**src/rtl/ppmc_pkg.sv**
```systemverilog
// ---------------------------------------------------------------------------
// ppmc_pkg
// Shared types, codes and defaults of the page poison map checker.
// ---------------------------------------------------------------------------
package ppmc_pkg;

    localparam int DEF_MAP_PAGES  = 32768;
    localparam int DEF_PAGE_SHIFT = 12;

    // APB register file: five registers, 64 bits, 8-byte stride
    localparam int APB_AW = 6;
    localparam int APB_DW = 64;
    localparam int REG_IW = 3;

    localparam logic [REG_IW-1:0] REG_CHECK_ENABLE   = 3'd0;
    localparam logic [REG_IW-1:0] REG_MAP_PAGES      = 3'd1;
    localparam logic [REG_IW-1:0] REG_IO_LIMIT_PAGES = 3'd2;
    localparam logic [REG_IW-1:0] REG_DMAP_BASE      = 3'd3;
    localparam logic [REG_IW-1:0] REG_KIMG_BASE      = 3'd4;

    localparam logic        RST_CHECK_ENABLE   = 1'b0;
    localparam logic [15:0] RST_MAP_PAGES      = 16'd32768;
    localparam logic [20:0] RST_IO_LIMIT_PAGES = 21'd786432;
    localparam logic [63:0] RST_DMAP_BASE      = 64'hFFFF_8000_0000_0000;
    localparam logic [63:0] RST_KIMG_BASE      = 64'hFFFF_FFFF_8000_0000;

    localparam logic REQ_CHECK = 1'b0;
    localparam logic REQ_MARK  = 1'b1;

    localparam logic [1:0] KIND_NONE   = 2'd0;
    localparam logic [1:0] KIND_POISON = 2'd1;
    localparam logic [1:0] KIND_NOMAP  = 2'd2;

    typedef struct packed {
        logic        check_enable;
        logic [15:0] map_pages;
        logic [20:0] io_limit_pages;
        logic [63:0] dmap_base;
        logic [63:0] kimg_base;
    } t_cfg;

    typedef struct packed {
        logic        req_type;
        logic [63:0] addr;
        logic [31:0] size;
        logic        is_write;
        logic        poison;
    } t_req;

    typedef struct packed {
        logic        fault;
        logic [1:0]  fault_kind;
        logic        fault_write;
        logic [63:0] fault_addr;
    } t_rsp;

    // map port control from the sequencer
    typedef struct packed {
        logic rd;
        logic wr;
        logic wdata;
    } t_map_ctl;

endpackage

```
**src/rtl/ppmc_regs.sv**
```systemverilog
// ---------------------------------------------------------------------------
// ppmc_regs
// APB register file holding the checker configuration.
// ---------------------------------------------------------------------------
module ppmc_regs (
    input  logic                        i_clk,
    input  logic                        i_rst_n,
    input  logic                        psel,
    input  logic                        penable,
    input  logic                        pwrite,
    input  logic [ppmc_pkg::APB_AW-1:0] paddr,
    input  logic [ppmc_pkg::APB_DW-1:0] pwdata,
    output logic [ppmc_pkg::APB_DW-1:0] prdata,
    output logic                        pready,
    output ppmc_pkg::t_cfg              o_cfg
);
    import ppmc_pkg::*;

    t_cfg              r_cfg;
    logic [REG_IW-1:0] w_idx;
    logic              w_wr;

    assign pready = 1'b1;
    assign w_idx  = paddr[APB_AW-1:APB_AW-REG_IW];
    assign w_wr   = psel && penable && pwrite;
    assign o_cfg  = r_cfg;

    always_ff @(posedge i_clk) begin
        if (!i_rst_n) begin
            r_cfg.check_enable   <= RST_CHECK_ENABLE;
            r_cfg.map_pages      <= RST_MAP_PAGES;
            r_cfg.io_limit_pages <= RST_IO_LIMIT_PAGES;
            r_cfg.dmap_base      <= RST_DMAP_BASE;
            r_cfg.kimg_base      <= RST_KIMG_BASE;
        end else if (w_wr) begin
            unique case (w_idx)
                REG_CHECK_ENABLE:   r_cfg.check_enable   <= pwdata[0];
                REG_MAP_PAGES:      r_cfg.map_pages      <= pwdata[15:0];
                REG_IO_LIMIT_PAGES: r_cfg.io_limit_pages <= pwdata[20:0];
                REG_DMAP_BASE:      r_cfg.dmap_base      <= pwdata;
                REG_KIMG_BASE:      r_cfg.kimg_base      <= pwdata;
                default: ;
            endcase
        end
    end

    always_comb begin
        unique case (w_idx)
            REG_CHECK_ENABLE:   prdata = APB_DW'(r_cfg.check_enable);
            REG_MAP_PAGES:      prdata = APB_DW'(r_cfg.map_pages);
            REG_IO_LIMIT_PAGES: prdata = APB_DW'(r_cfg.io_limit_pages);
            REG_DMAP_BASE:      prdata = r_cfg.dmap_base;
            REG_KIMG_BASE:      prdata = r_cfg.kimg_base;
            default:            prdata = '0;
        endcase
    end

endmodule

```
**config.mk**
```make
export PLATFORM = sky130hd
export DESIGN_NAME = ppmc_regs
export DESIGN_NICKNAME = d
export VERILOG_FILES = /design/src/rtl/ppmc_pkg.sv /design/src/rtl/ppmc_regs.sv
export SDC_FILE = /design/constraint.sdc
export NUM_CORES = 1
export LEC_CHECK = 0
export BUFFER_PORTS_ARGS = -buffer_cell sky130_fd_sc_hd__buf_2
export CORE_ASPECT_RATIO = 1.4
export CORE_MARGIN = 4
export CORE_UTILIZATION = 44
export DETAILED_ROUTE_END_ITERATION = 16
export GPL_ROUTABILITY_DRIVEN = 0
export GPL_TIMING_DRIVEN = 0
export PLACE_DENSITY_LB_ADDON = 0.2
export SLEW_MARGIN = 10
export SYNTH_ARGS = -nofsm -noshare
export SYNTH_HDL_FRONTEND = slang
export SYNTH_SLANG_ARGS = --single-unit
export TNS_END_PERCENT = 30
```
**constraint.sdc**
```tcl
create_clock -name i_clk -period 1.4 [get_ports i_clk]
set_input_delay 0.21 -clock i_clk [delete_from_list [all_inputs] [get_ports i_clk]]
set_output_delay 0.21 -clock i_clk [all_outputs]
set_load 0.01 [all_outputs]
```
After elaboration in Yosys (flattened, before gate mapping)
Cells that the tools add are included.

Add/sub/neg operators: 0. Multipliers: 0. Divide/modulo/power cells: 0. $lt $le $gt $ge: 0. Eq/ne operators: 4. Shifts and indexed selects: 0. Muxes and demuxes: 1. Bitwise gates (word level): 0. Reduce and logical (&&, ||, !) cells: 8.

Operator list (number): 64-bit one-hot mux with 5 select lines (1); 2-bit AND reduction (5); 3-bit by 2-bit == test with 1-bit output, second input constant (2); 3-bit by 1-bit == test with 1-bit output, second input constant (1); 3-bit == test, second input constant (1); 3-bit zero test (1); 1-bit logical AND (2).

Bits in registers: 166. Bits in latches: 0. Bits in writable memories: 0. Bits in read-only memories: 0. Input bits: 75. Logic and storage cells: 18. Memories kept: 0.

Depth between registers and ports, before layout
Depth after elaboration: 3. Gate-level depth with buffers: 6. Gate-level depth less buffers: 3.

Worst setup path before layout
Ideal clock, no wire load.

Kind: input to output. Start: in paddr[3] in the netlist's numbering. End: out prdata[12] in the netlist's numbering. Arrival: 1.257 ns. Data required time: 1.190 ns. Path slack: -0.067 ns. Cell stages on the path: 5. Path through: buf_4 > nor2b_1 > buf_2 > a22oi_1 > o21ai_0.

Longest elaborated chain between the ends: 2. Elaborated cells on any way between the ends: 6. Classes of those cells: eq/ne: 4; mux: 1; reduce/logical: 1.

Ends and longest elaborated chain: start: declaration (RTL line ppmc_regs.sv:11) `input logic [ppmc_pkg::APB_AW-1:0] paddr,`; 3-bit == test, or another cell as far along (RTL line ppmc_regs.sv:48) `unique case (w_idx)`; 64-bit one-hot mux with 5 select lines (*) (RTL line ppmc_regs.sv:48); end: declaration (RTL line ppmc_regs.sv:13) `output logic [ppmc_pkg::APB_DW-1:0] prdata,`.

Every way passes the cells marked *; elsewhere a longest branch is shown, timed or not.

Final worst setup path
Start: reg r_cfg, in the netlist o_cfg[154]. End: out prdata[5] in the netlist's numbering.

Longest elaborated chain between the ends: 1.

Ends and longest elaborated chain: start: declaration (RTL line ppmc_regs.sv:19) `t_cfg r_cfg;`; 64-bit one-hot mux with 5 select lines (RTL line ppmc_regs.sv:48).

Every way passes these cells.

==> flow_summary.yaml <==
outcome:
  outcome: "complete, but fails checks"
  failed_checks: "setup timing"
synthesis:
  synthCells: 792
  synth_area_um2: 7290
  ys_seq_area_share_pct: 45.6
  avgSynthCellArea_um2: 9.21
  synth_ff_type: "dfxtp_1"
  async_reset_ff_share_pct: 0
  synth_nets: 867
  ys_warn_count: 0
  ys_ff_latch: 166
  synth_edf_count: 0
  synth_cell_type_count: 31
placement:
  placed_area_um2: 9040
  hpwl_um: 19600
  port_buffers: 299
grt:
  grt_max_degree: 17
  overflow: 0
  first_global_vias: 7404
  grt_pass1_wl_um: 41500
  grt_util_all_layers_pct: 28.8
  antenna_found_initial: 0
final_layout:
  area_growth_pct: 45.7
  largest_reg_flops: 166
  fin_nets: 1229
  mostFrequentLayoutCells: "299 x buf_2, 177 x nand2_1, 134 x dfxtp_1"
  postLayoutCellArea_um2: 10600
  diodes: 0
  drive_gt1_share_pct: 42.5
  final_common_cell: "buf_2"
critical_path:
  reg2reg_depth: 4
  r2r-end: "o_cfg[69]"
  critPathLaunch: "o_cfg[154]"
  cp_max_fo: 2
  crit_arrival_ns: 1.43
  reg2reg_from: "o_cfg[69]"
  worstPathRequired_ns: 1.19
  crit_path_end_kind: "primary output"
  crit_end: "prdata[5]"
  critPathKind: "register to primary output"
  start_kind: "register"
  ff2ff_setup_slack_ns: 0.60
sta:
  fin_crit_ns: 1.64
  period_share_pct: 117
  slew_headroom_pct: 50.9
  layout_setup_ws_ns: -0.239
  rsz0062_at_grt: "yes"
  finalClockSkew_ns: 0
  tightest_slew_ns: 0.736
  hold_viol: 0
  fmax_ghz: 0.610
  report.final.slew_viol_count: 0
  finalSetupViolCount: 65
worst_hold_path:
  min-delay-start: "pwdata[45]"
  holdPathStages: 3
  hp-class: "primary input to register"
power_and_ir_drop:
  powerDensity_nw_per_um2: 1040
  power_w: 0.0111
  peakVddDrop_v: 0.000675
  cellLeakagePower_nw: 5.15
routing:
  avgViaCountPerCell: 5.55
  ant_nets: 0
  drt-total-wl_um: 28500
  vias: 7571
  drtIter0Drc: 526
  drc: 0
  wl_per_cell_um: 20.8
  first_pass_iters: 6
clocking:
  clk_latency_ns: 0.43
  cts_buffers: 17
  cts-root-buf: "clkbuf_16"
  cts_tree: "done"
  clkSinkCount: 166
  clockBufferDepth: 2
  clkTransAtPathRegs_ns: 0.07
  ctsHoldBuffers: 0
  cts_max_level: 4
floorplanning:
  core-area_um2: 16200
  ios: 306
  die-area_um2: 18700
  initial_core_util_pct: 44.9
  fp.dieW_um: 117
  row_count: 55
  die_y_um: 160
flow_run:
  drv_cap: 0
-- area by class of cell --
cell class	count	area, um2
fill	1412	5620
multi-input combinational	516	3660
sequential	166	3360
timing repair buffer	344	2010
buffer	73	562
clock buffer	20	447
tap	199	249
clock inverter	11	198
inverter	36	135
-- what timing repair did --
action / 4_1_cts / 5_1_grt
resized for setup: 126 / 53
cloned: 3 / 5
setup buffers: 28 / 9
pin swaps: 22 / 13
setup endpoints to repair: 129 / 128
-- per-stage QoR --
step | utilization [%] | hold WS, ns | setup WS, ns | cells | setup TNS, ns
after detailed placement | 55.7 | 0.458 | -0.665 | 1290 | -103.33
after global routing | 65.4 | 0.0410 | -0.298 | 1365 | -10.06
final | 65.4 | 0.0454 | -0.239 | 1365 | -6.71
after global placement | 55.7 | 0.453 | -0.658 | 1290 | -100.73
after CTS | 63.5 | 0.0256 | -0.248 | 1352 | -5.41
after floorplan | - | 0.352 | -0.0103 | 792 | -0.309
-- layer usage --
layer,share of wire [%],global-route usage [%],vias up
met5,0,0,-
met4,3.0,9.34,0
met3,7.2,6.60,51
met2,51,51.5,353
met1,39,33.3,3661
li1,-,-,3506
-- cell families (layout without fill, tap and decap cells) --
group	count (synthesis)	after routing	share of synthesized area [%]
simple gates	194	194	10.9
mux	136	136	18.9
other cells	1	1	0.0514
compound gates	185	185	17.7
flops	166	166	45.6
buf+inv	110	484	6.86
-- synthesized netlist by cell type (all sizes together), types with 2 or more instances --
library cell / count / area [um2]
nand2: 180 / 676
nor2b: 4 / 25.0
o311ai: 19 / 166
a22oi: 15 / 113
clkbuf: 45 / 169
mux2i: 121 / 1210
nor2: 3 / 18.8
mux2: 15 / 169
buf: 29 / 196
o211ai: 33 / 248
dfxtp: 166 / 3320
o21ai: 71 / 355
a22o: 43 / 377
nand2b: 2 / 12.5
inv: 36 / 135
-- how the worst min path moves through the flow --
stage | to | slack [ns]
detailed placement | o_cfg[105] | 0.46
global placement | o_cfg[74] | 0.45
CTS | o_cfg[109] | 0.03
floorplan | o_cfg[100] | 0.35
global route | o_cfg[109] | 0.04
finish | o_cfg[109] | 0.05
-- power breakdown --
part           switching (W)  internal [W]  total [W]
registers          0.0000355       0.00477    0.00480
logic               0.000641      0.000440    0.00108
clock network        0.00199       0.00322    0.00521
total                0.00266       0.00843     0.0111
-- worst max-delay path, cell delays in order, from the launching register on --
cell and delay [ns]:
dfxtp_2 0.32, mux2_4 0.27, a22oi_2 0.15, o21ai_1 0.09
buf_2 0.17
No activity file was read; power rests on OpenSTA's default activity.
