## src/rtl/ppmc_pkg.sv

```systemverilog
// ---------------------------------------------------------------------------
// ppmc_pkg
// Shared types, codes and defaults of the page poison map checker.
// ---------------------------------------------------------------------------
package ppmc_pkg;

    localparam int DEF_MAP_PAGES  = 32768;
    localparam int DEF_PAGE_SHIFT = 12;

    // APB register file: five registers, 64 bits, 8-byte stride
    localparam int APB_AW = 6;
    localparam int APB_DW = 64;
    localparam int REG_IW = 3;

    localparam logic [REG_IW-1:0] REG_CHECK_ENABLE   = 3'd0;
    localparam logic [REG_IW-1:0] REG_MAP_PAGES      = 3'd1;
    localparam logic [REG_IW-1:0] REG_IO_LIMIT_PAGES = 3'd2;
    localparam logic [REG_IW-1:0] REG_DMAP_BASE      = 3'd3;
    localparam logic [REG_IW-1:0] REG_KIMG_BASE      = 3'd4;

    localparam logic        RST_CHECK_ENABLE   = 1'b0;
    localparam logic [15:0] RST_MAP_PAGES      = 16'd32768;
    localparam logic [20:0] RST_IO_LIMIT_PAGES = 21'd786432;
    localparam logic [63:0] RST_DMAP_BASE      = 64'hFFFF_8000_0000_0000;
    localparam logic [63:0] RST_KIMG_BASE      = 64'hFFFF_FFFF_8000_0000;

    localparam logic REQ_CHECK = 1'b0;
    localparam logic REQ_MARK  = 1'b1;

    localparam logic [1:0] KIND_NONE   = 2'd0;
    localparam logic [1:0] KIND_POISON = 2'd1;
    localparam logic [1:0] KIND_NOMAP  = 2'd2;

    typedef struct packed {
        logic        check_enable;
        logic [15:0] map_pages;
        logic [20:0] io_limit_pages;
        logic [63:0] dmap_base;
        logic [63:0] kimg_base;
    } t_cfg;

    typedef struct packed {
        logic        req_type;
        logic [63:0] addr;
        logic [31:0] size;
        logic        is_write;
        logic        poison;
    } t_req;

    typedef struct packed {
        logic        fault;
        logic [1:0]  fault_kind;
        logic        fault_write;
        logic [63:0] fault_addr;
    } t_rsp;

    // map port control from the sequencer
    typedef struct packed {
        logic rd;
        logic wr;
        logic wdata;
    } t_map_ctl;

endpackage

```

## src/rtl/ppmc_walk.sv

```systemverilog
// ---------------------------------------------------------------------------
// ppmc_walk
// Request sequencer: page range setup, map walk, fault evaluation and the
// result register.
// ---------------------------------------------------------------------------
module ppmc_walk #(
    parameter int MAP_PAGES  = ppmc_pkg::DEF_MAP_PAGES,
    parameter int PAGE_SHIFT = ppmc_pkg::DEF_PAGE_SHIFT
) (
    input  logic                         i_clk,
    input  logic                         i_rst_n,
    input  ppmc_pkg::t_cfg               i_cfg,
    input  logic                         i_in_valid,
    output logic                         o_in_stall,
    input  ppmc_pkg::t_req               i_in_data,
    output logic                         o_out_valid,
    input  logic                         i_out_stall,
    output ppmc_pkg::t_rsp               o_out_data,
    input  logic                         i_map_busy,
    output ppmc_pkg::t_map_ctl           o_map_ctl,
    output logic [$clog2(MAP_PAGES)-1:0] o_map_addr,
    input  logic                         i_map_rdata
);
    import ppmc_pkg::*;

    localparam int IDX_W = $clog2(MAP_PAGES);
    localparam int PG_W  = 64 - PAGE_SHIFT;

    localparam logic [2:0] S_IDLE = 3'd0;
    localparam logic [2:0] S_PREP = 3'd1;
    localparam logic [2:0] S_IDX  = 3'd2;
    localparam logic [2:0] S_MARK = 3'd3;
    localparam logic [2:0] S_WALK = 3'd4;
    localparam logic [2:0] S_EVAL = 3'd5;
    localparam logic [2:0] S_OUT  = 3'd6;

    logic [2:0]      r_state, n_state;
    t_req            r_req;
    logic [63:0]     r_szm1;
    logic [63:0]     r_lst;
    logic            r_skip;
    logic            r_use_kt;
    logic [63:0]     r_base;
    logic [PG_W-1:0] r_lp, r_rp, r_lim, r_fl, r_pend_lp;
    logic            r_pend;
    logic [63:0]     r_pa;
    logic            r_fault;
    logic [1:0]      r_kind;
    logic            r_out_valid;
    t_rsp            r_out;

    logic            w_accept;
    logic            w_out_free;
    logic [63:0]     w_base;
    logic [63:0]     w_lo_off, w_hi_off;
    logic [PG_W-1:0] w_mp;
    logic            w_inr;
    logic            w_hit;

    assign o_in_stall  = (r_state != S_IDLE) || i_map_busy;
    assign w_accept    = i_in_valid && !o_in_stall;
    assign w_out_free  = !r_out_valid || !i_out_stall;
    assign o_out_valid = r_out_valid;
    assign o_out_data  = r_out;

    always_comb begin
        if (r_req.req_type == REQ_MARK) begin
            w_base = '0;
        end else if (r_use_kt) begin
            w_base = i_cfg.kimg_base;
        end else begin
            w_base = i_cfg.dmap_base;
        end
    end

    assign w_lo_off = r_req.addr - w_base;
    assign w_hi_off = r_lst - w_base;
    assign w_mp     = PG_W'(i_cfg.map_pages);

    assign w_inr = (r_lp <= r_rp) && (r_lp < r_lim);
    assign w_hit = r_pend && i_map_rdata;

    assign o_map_addr      = r_lp[IDX_W-1:0];
    assign o_map_ctl.rd    = (r_state == S_WALK) && !w_hit && w_inr;
    assign o_map_ctl.wr    = (r_state == S_MARK) && w_inr;
    assign o_map_ctl.wdata = r_req.poison;

    always_comb begin
        n_state = r_state;
        unique case (r_state)
            S_IDLE: if (w_accept) n_state = S_PREP;
            S_PREP: n_state = S_IDX;
            S_IDX: begin
                if (r_skip) begin
                    n_state = S_OUT;
                end else if (r_req.req_type == REQ_MARK) begin
                    n_state = S_MARK;
                end else begin
                    n_state = S_WALK;
                end
            end
            S_MARK: if (!w_inr) n_state = S_OUT;
            S_WALK: if (w_hit || !w_inr) n_state = S_EVAL;
            S_EVAL: n_state = S_OUT;
            S_OUT:  if (w_out_free) n_state = S_IDLE;
            default: n_state = S_IDLE;
        endcase
    end

    always_ff @(posedge i_clk) begin
        if (!i_rst_n) begin
            r_state     <= S_IDLE;
            r_out_valid <= 1'b0;
            r_pend      <= 1'b0;
        end else begin
            r_state <= n_state;
            if (r_state == S_OUT && w_out_free) begin
                r_out_valid <= 1'b1;
            end else if (!i_out_stall) begin
                r_out_valid <= 1'b0;
            end
            if (r_state == S_IDX) begin
                r_pend <= 1'b0;
            end else if (r_state == S_WALK) begin
                r_pend <= o_map_ctl.rd;
            end
        end
    end

    always_ff @(posedge i_clk) begin
        unique case (r_state)
            S_IDLE: begin
                if (w_accept) begin
                    r_req  <= i_in_data;
                    r_szm1 <= 64'(i_in_data.size) - 64'd1;
                end
            end
            S_PREP: begin
                r_lst    <= r_req.addr + r_szm1;
                r_use_kt <= r_req.addr >= i_cfg.kimg_base;
                r_skip   <= (r_req.size == '0) ||
                            (r_req.req_type == REQ_CHECK &&
                             (!i_cfg.check_enable || r_req.addr < i_cfg.dmap_base));
            end
            S_IDX: begin
                r_base  <= w_base;
                r_lp    <= w_lo_off[63:PAGE_SHIFT];
                r_rp    <= w_hi_off[63:PAGE_SHIFT];
                r_lim   <= (w_mp < PG_W'(MAP_PAGES)) ? w_mp : PG_W'(MAP_PAGES);
                r_fault <= 1'b0;
            end
            S_MARK: begin
                if (w_inr) begin
                    r_lp <= r_lp + 1'b1;
                end
            end
            S_WALK: begin
                // a poisoned page returned by the previous read ends the walk
                if (w_hit) begin
                    r_fl <= r_pend_lp;
                end else begin
                    r_fl <= r_lp;
                    if (w_inr) begin
                        r_pend_lp <= r_lp;
                        r_lp      <= r_lp + 1'b1;
                    end
                end
            end
            S_EVAL: begin
                r_pa    <= r_base + {r_fl, PAGE_SHIFT'(0)};
                r_fault <= (r_fl <= r_rp) && (r_fl < PG_W'(i_cfg.io_limit_pages));
                r_kind  <= (r_fl < r_lim) ? KIND_POISON : KIND_NOMAP;
            end
            S_OUT: begin
                if (w_out_free) begin
                    r_out.fault       <= r_fault;
                    r_out.fault_kind  <= r_fault ? r_kind : KIND_NONE;
                    r_out.fault_write <= r_fault && r_req.is_write;
                    if (!r_fault) begin
                        r_out.fault_addr <= '0;
                    end else if (r_req.addr > r_pa) begin
                        r_out.fault_addr <= r_req.addr;
                    end else begin
                        r_out.fault_addr <= r_pa;
                    end
                end
            end
            default: ;
        endcase
    end

endmodule

```

## config.mk

```make
export PLATFORM = sky130hd
export DESIGN_NAME = ppmc_walk
export DESIGN_NICKNAME = d
export VERILOG_FILES = /design/src/rtl/ppmc_pkg.sv /design/src/rtl/ppmc_walk.sv
export SDC_FILE = /design/constraint.sdc
export NUM_CORES = 2
export LEC_CHECK = 0
export BUFFER_PORTS_ARGS = -buffer_cell sky130_fd_sc_hd__buf_2
export CORE_MARGIN = 4
export CORE_UTILIZATION = 55
export DETAILED_ROUTE_END_ITERATION = 10
export PLACE_DENSITY = 0.74
export SLEW_MARGIN = 15
export SYNTH_ARGS = -nofsm -noshare
export SYNTH_HDL_FRONTEND = slang
export SYNTH_SLANG_ARGS = --single-unit
```

## constraint.sdc

```tcl
create_clock -name i_clk -period 10.48 [get_ports i_clk]
set_input_delay 1.572 -clock i_clk [delete_from_list [all_inputs] [get_ports i_clk]]
set_output_delay 1.572 -clock i_clk [all_outputs]
set_load 0.02 [all_outputs]
```

======== Yosys cells after proc, flatten, opt, wreduce, memory -nomap -nowiden ========
Index checks and enable logic that the tools add are counted.
word-level totals
  flip-flop bits (word level) ............. 693
  input bits .............................. 271
  output and inout port bits .............. 88
  word-level logic and storage cells ...... 106
cells by class
  $add $sub $neg .......................... 6
  magnitude comparators ................... 9
  equal/unequal tests ..................... 12
  mux-type cells .......................... 18
  bitwise logic cells ..................... 3
  reductions and logical operators ........ 32
operators with widths
  kind                                                 number
  2-to-1 mux 64 bit                                    3
  2-to-1 mux 52 bit                                    3
  one-hot mux 52 bit (3 select lines)                  1
  adder 64 bit                                         2
  subtractor 64 bit                                    2
  less-or-equal comparator 52 bit                      2
  < comparator 52 bit                                  2
  >= comparator 64 bit                                 1
  greater-than comparator 64 bit                       1
  < comparator 64 bit                                  1
  adder 52 x 1 -> 52 bit (second input constant)       1
  < comparator 52 x 21 -> 1 bit                        1
  subtractor 32 x 1 -> 33 bit (second input constant)  1
  logical NOT 32 bit                                   1
  one-hot mux 3 bit (7 select lines)                   1
  2-to-1 mux 3 bit                                     6
  < comparator 16 bit (second input constant)          1
  logical AND 1 bit                                    10
  == test 3 bit (second input constant)                3
  inequality test 2 bit (second input constant)        4
  == test 3 x 2 -> 1 bit (second input constant)       2
  logical NOT 1 bit                                    6
  AND reduction 2 bit                                  3
  nonzero test 3 bit                                   2
  12 further kinds                                     20

======== Depth between registers and ports, before layout ========
  word-level depth ........................ 6
  depth in mapped cells ................... 17
  depth with buffers taken out ............ 14

======== Worst setup path after synthesis ========
Ideal clock, no wire load.
  path kind ............................... input to register
  from .................................... input i_map_busy
  to ...................................... register r_req, in the netlist o_map_ctl[0], enable pin
  library setup time ...................... 626 ps
  arrival time ............................ 7343 ps
  slack ................................... 2511 ps
  cell stages on the path ................. 3
  cells stage by stage .................... nor2_1 > nand2_1 > nor2_1
on the way
  word-level cells in the longest chain between the ends .. 4
ends and longest elaborated chain
  item                           RTL line          source
  from (decl)                    ppmc_walk.sv:19   input logic i_map_busy,
  logical OR 1 bit               ppmc_walk.sv:60   assign o_in_stall = (r_state != S_IDLE) || i_map_busy;
  net o_in_stall                 ppmc_walk.sv:14   output logic o_in_stall,
  logical NOT 1 bit              ppmc_walk.sv:61   assign w_accept = i_in_valid && !o_in_stall;
  logical AND 1 bit              ppmc_walk.sv:61
  AND reduction 2 bit (no line)  --
  to (signal assigned)           ppmc_walk.sv:134  r_req <= i_in_data;
  to (decl)                      ppmc_walk.sv:38   t_req r_req;
The timed path passes the listed nets, and every way through them passes these cells.
A chain may end at the register's enable or synchronous reset.

==> impl_metrics.tcl <==
set metrics [dict create \
    status "completed" \
    mostFrequentLayoutCells "edfxtp_1, ha_1, inv_1" \
    dr_wl_met2_um 56400 \
    yosysWarnings 0 \
    drive_gt1_frac 0.135 \
    max_freq_ghz 0.180 \
    grtUsageTotal 0.312 \
    place.gp.congestion 0.981 \
    numCtsBuffers 74 \
    synth_enable_flop_cells 621 \
    final.period_utilization 0.530 \
    clockBufferDepth 3 \
    grt_pass1_wl_um 204000 \
    ir_drop_uv 158 \
    area_growth_pct 11.8 \
    synthesis.nets 5316 \
    synth_ff_type "edfxtp_1" \
    wirelength_met1_um 63700 \
    hold_class "flip-flop to flip-flop" \
    path_clk_slew_ns 0.06 \
    startpoint "r_lp[25]$_DFFE_PP_" \
    clkSinkCount 626 \
    rr_startpoint "r_use_kt$_DFFE_PP_" \
    gr-total-overflow 0 \
    placementRows 104 \
    via_count 36100 \
    clkLatencyLatePin_ns 0.65 \
    finalHoldViolations 0 \
    die_h_um 294 \
    drt_pass1_iterations 6 \
    period_minus_slack_ns 5.55 \
    die-area_um2 86500 \
    cap_viol_max_count 0 \
    ioPinCount 359 \
    final_core_util 0.623 \
    dp_hpwl_um 110000 \
    rsz0062_at_grt "false" \
    endpoint "o_map_ctl[2]" \
    syn_avg_cell_area_um2 10.1 \
    die_x_um 294 \
    worstMarginPinSlew_ns 1.13 \
    syn_area_um2 45000 \
    synth_cell_types 81 \
    r2r_end "r_rp[49]$_DFFE_PP_" \
    htree_levels 3 \
    cts_resized 0 \
    drv_slew 0 \
    rrSetupSlack_ns 5.11 \
    tritoncts "yes" \
    root_buffer "clkbuf_16" \
    antenna_found_initial 17 \
    viasPerCell 6.11 \
    relSlewSlack 0.244 \
    synth.yosys.seq_area_share 0.417 \
    powerDensity_nw_per_um2 231 \
    final_common_cell "edfxtp_1" \
    final_antenna_net_count 0 \
    crit_fanout 7 \
    core_area_um2 80800 \
    grt_pass1_vias 34000 \
    grt_max_degree 96 \
    r2r_cells 16 \
    hold_start "r_base[7]$_DFFE_PP_" \
    wl_met3_um 14600 \
    synthCells 4458 \
    crit_type "flip-flop to output pin" \
    start_kind "flip-flop" \
    whs_path_depth 0 \
    ys_ff_latch 626 \
    crit_arrival_ns 3.98 \
    cp-end-kind "output pin" \
    setup-tns-final_ns 0 \
    leakage_nw 22.2 \
    post_cts_buffers 0 \
    start_util 0.557 \
    port_buffers 358 \
    drc 0 \
    wirelength_um 138000 \
    required_ns 8.91 \
    skew_ns 0.0449 \
    num-nets-final 5649 \
    avgRoutedWirePerCell_um 23.4 \
    ctsHoldBuffers 0 \
    synth-async-reset-ratio 0 \
    drt_iter0_markers 3855 \
    top_layer_used "met5" \
    setup_viol 0 \
]
[sequential cells by signal, indices dropped and copies added (netlist names), 64 cells and up]
| signal | cells |
|---|---|
| o_out_data | 68 |
| r_base | 64 |
| r_lst | 64 |
| r_pa | 64 |
| r_req | 98 |
[metal layers]
| metal | global-route usage | up-vias |
|---|---|---|
| li1 | - | 17100 |
| met1 | 0.490 | 17200 |
| met2 | 0.444 | 1623 |
| met3 | 0.0571 | 208 |
| met4 | 0.0771 | 8 |
| met5 | 0 | - |
[metrics by stage]
stage	std cells	setup slack [ns]	cell area [um2]	power (mW)	hold slack [ns]
4_1_cts	5908	4.91	50300	11.5	0.412
3_5_place_dp	5775	4.65	47800	8.87	0.405
3_3_place_gp	5775	4.68	47800	8.79	0.400
5_1_grt	5916	4.74	50300	12.3	0.420
2_1_floorplan	4458	2.51	45000	7.35	0.400
6_report	5917	4.93	50300	11.6	0.409
[synth_stat cells, types with 45 or more instances]
master	n	area [um2]
nand2b_1	52	325
nor2_1	192	721
a21o_1	257	1930
inv_1	427	1600
a21oi_1	322	1610
o21ai_0	273	1370
clkbuf_1	108	405
ha_1	585	7320
nand3_1	127	636
nor2b_1	88	551
nand2_1	313	1170
edfxtp_1	621	18600
mux2i_1	67	671
mux2_2	48	541
nor4_1	45	282
nand4_1	118	738
xnor2_1	165	1450
xor2_1	116	1020
or2_2	71	444
[final cells by class]
| type | instances | area (um2) |
|---|---|---|
| well taps | 1060 | 1330 |
| fillers | 6655 | 30500 |
| repair buffers | 392 | 2050 |
| multi-input cells | 3270 | 24100 |
| diodes | 9 | 22.5 |
| clock buffers | 89 | 1950 |
| inverters | 427 | 1600 |
| flip-flops and latches | 626 | 18700 |
| clock inverters | 44 | 484 |
[cell families (layout without fill, tap and decap cells)]
logic type,after synthesis,after routing,synth area share
simple gates,1143,1143,0.127
fa+ha+maj,587,587,0.164
flops,626,626,0.417
other cells,0,9,0
compound gates,1143,1143,0.162
buf+inv,562,952,0.0485
xor+xnor,281,281,0.0547
mux,116,116,0.0272
[worst min path at each step]
| stage | endpoint | slack [ns] |
|---|---|---|
| after global routing | r_pa[3]$_DFFE_PP_ | 0.42 |
| after global placement | r_pa[4]$_DFFE_PP_ | 0.40 |
| final | r_pa[7]$_DFFE_PP_ | 0.41 |
| after CTS | r_pa[7]$_DFFE_PP_ | 0.41 |
| after floorplan | r_pa[0]$_DFFE_PP_ | 0.40 |
| after detailed placement | r_pa[9]$_DFFE_PP_ | 0.41 |
[report_power, final]
part	switching [mW]	internal, mW	leakage (nW)	total [mW]
Clock	1.08	1.51	1.17	2.59
Sequential	0.465	3.57	5.73	4.04
Combinational	3.11	1.87	15.3	4.97
Total	4.65	6.96	22.2	11.6
[critical path, cell delays in order, from the launching register on]
cell	delay (ns)
edfxtp_1	0.51
ha_1	0.36
a21o_1	0.16
a21o_1	0.16
a21oi_1	0.14
o21ai_0	0.10
a221oi_1	0.28
o21ai_0	0.16
a211o_1	0.35
a211o_1	0.34
or3_1	0.49
inv_1	0.12
buf_2	0.17
No activity file was read; power rests on OpenSTA's default activity.
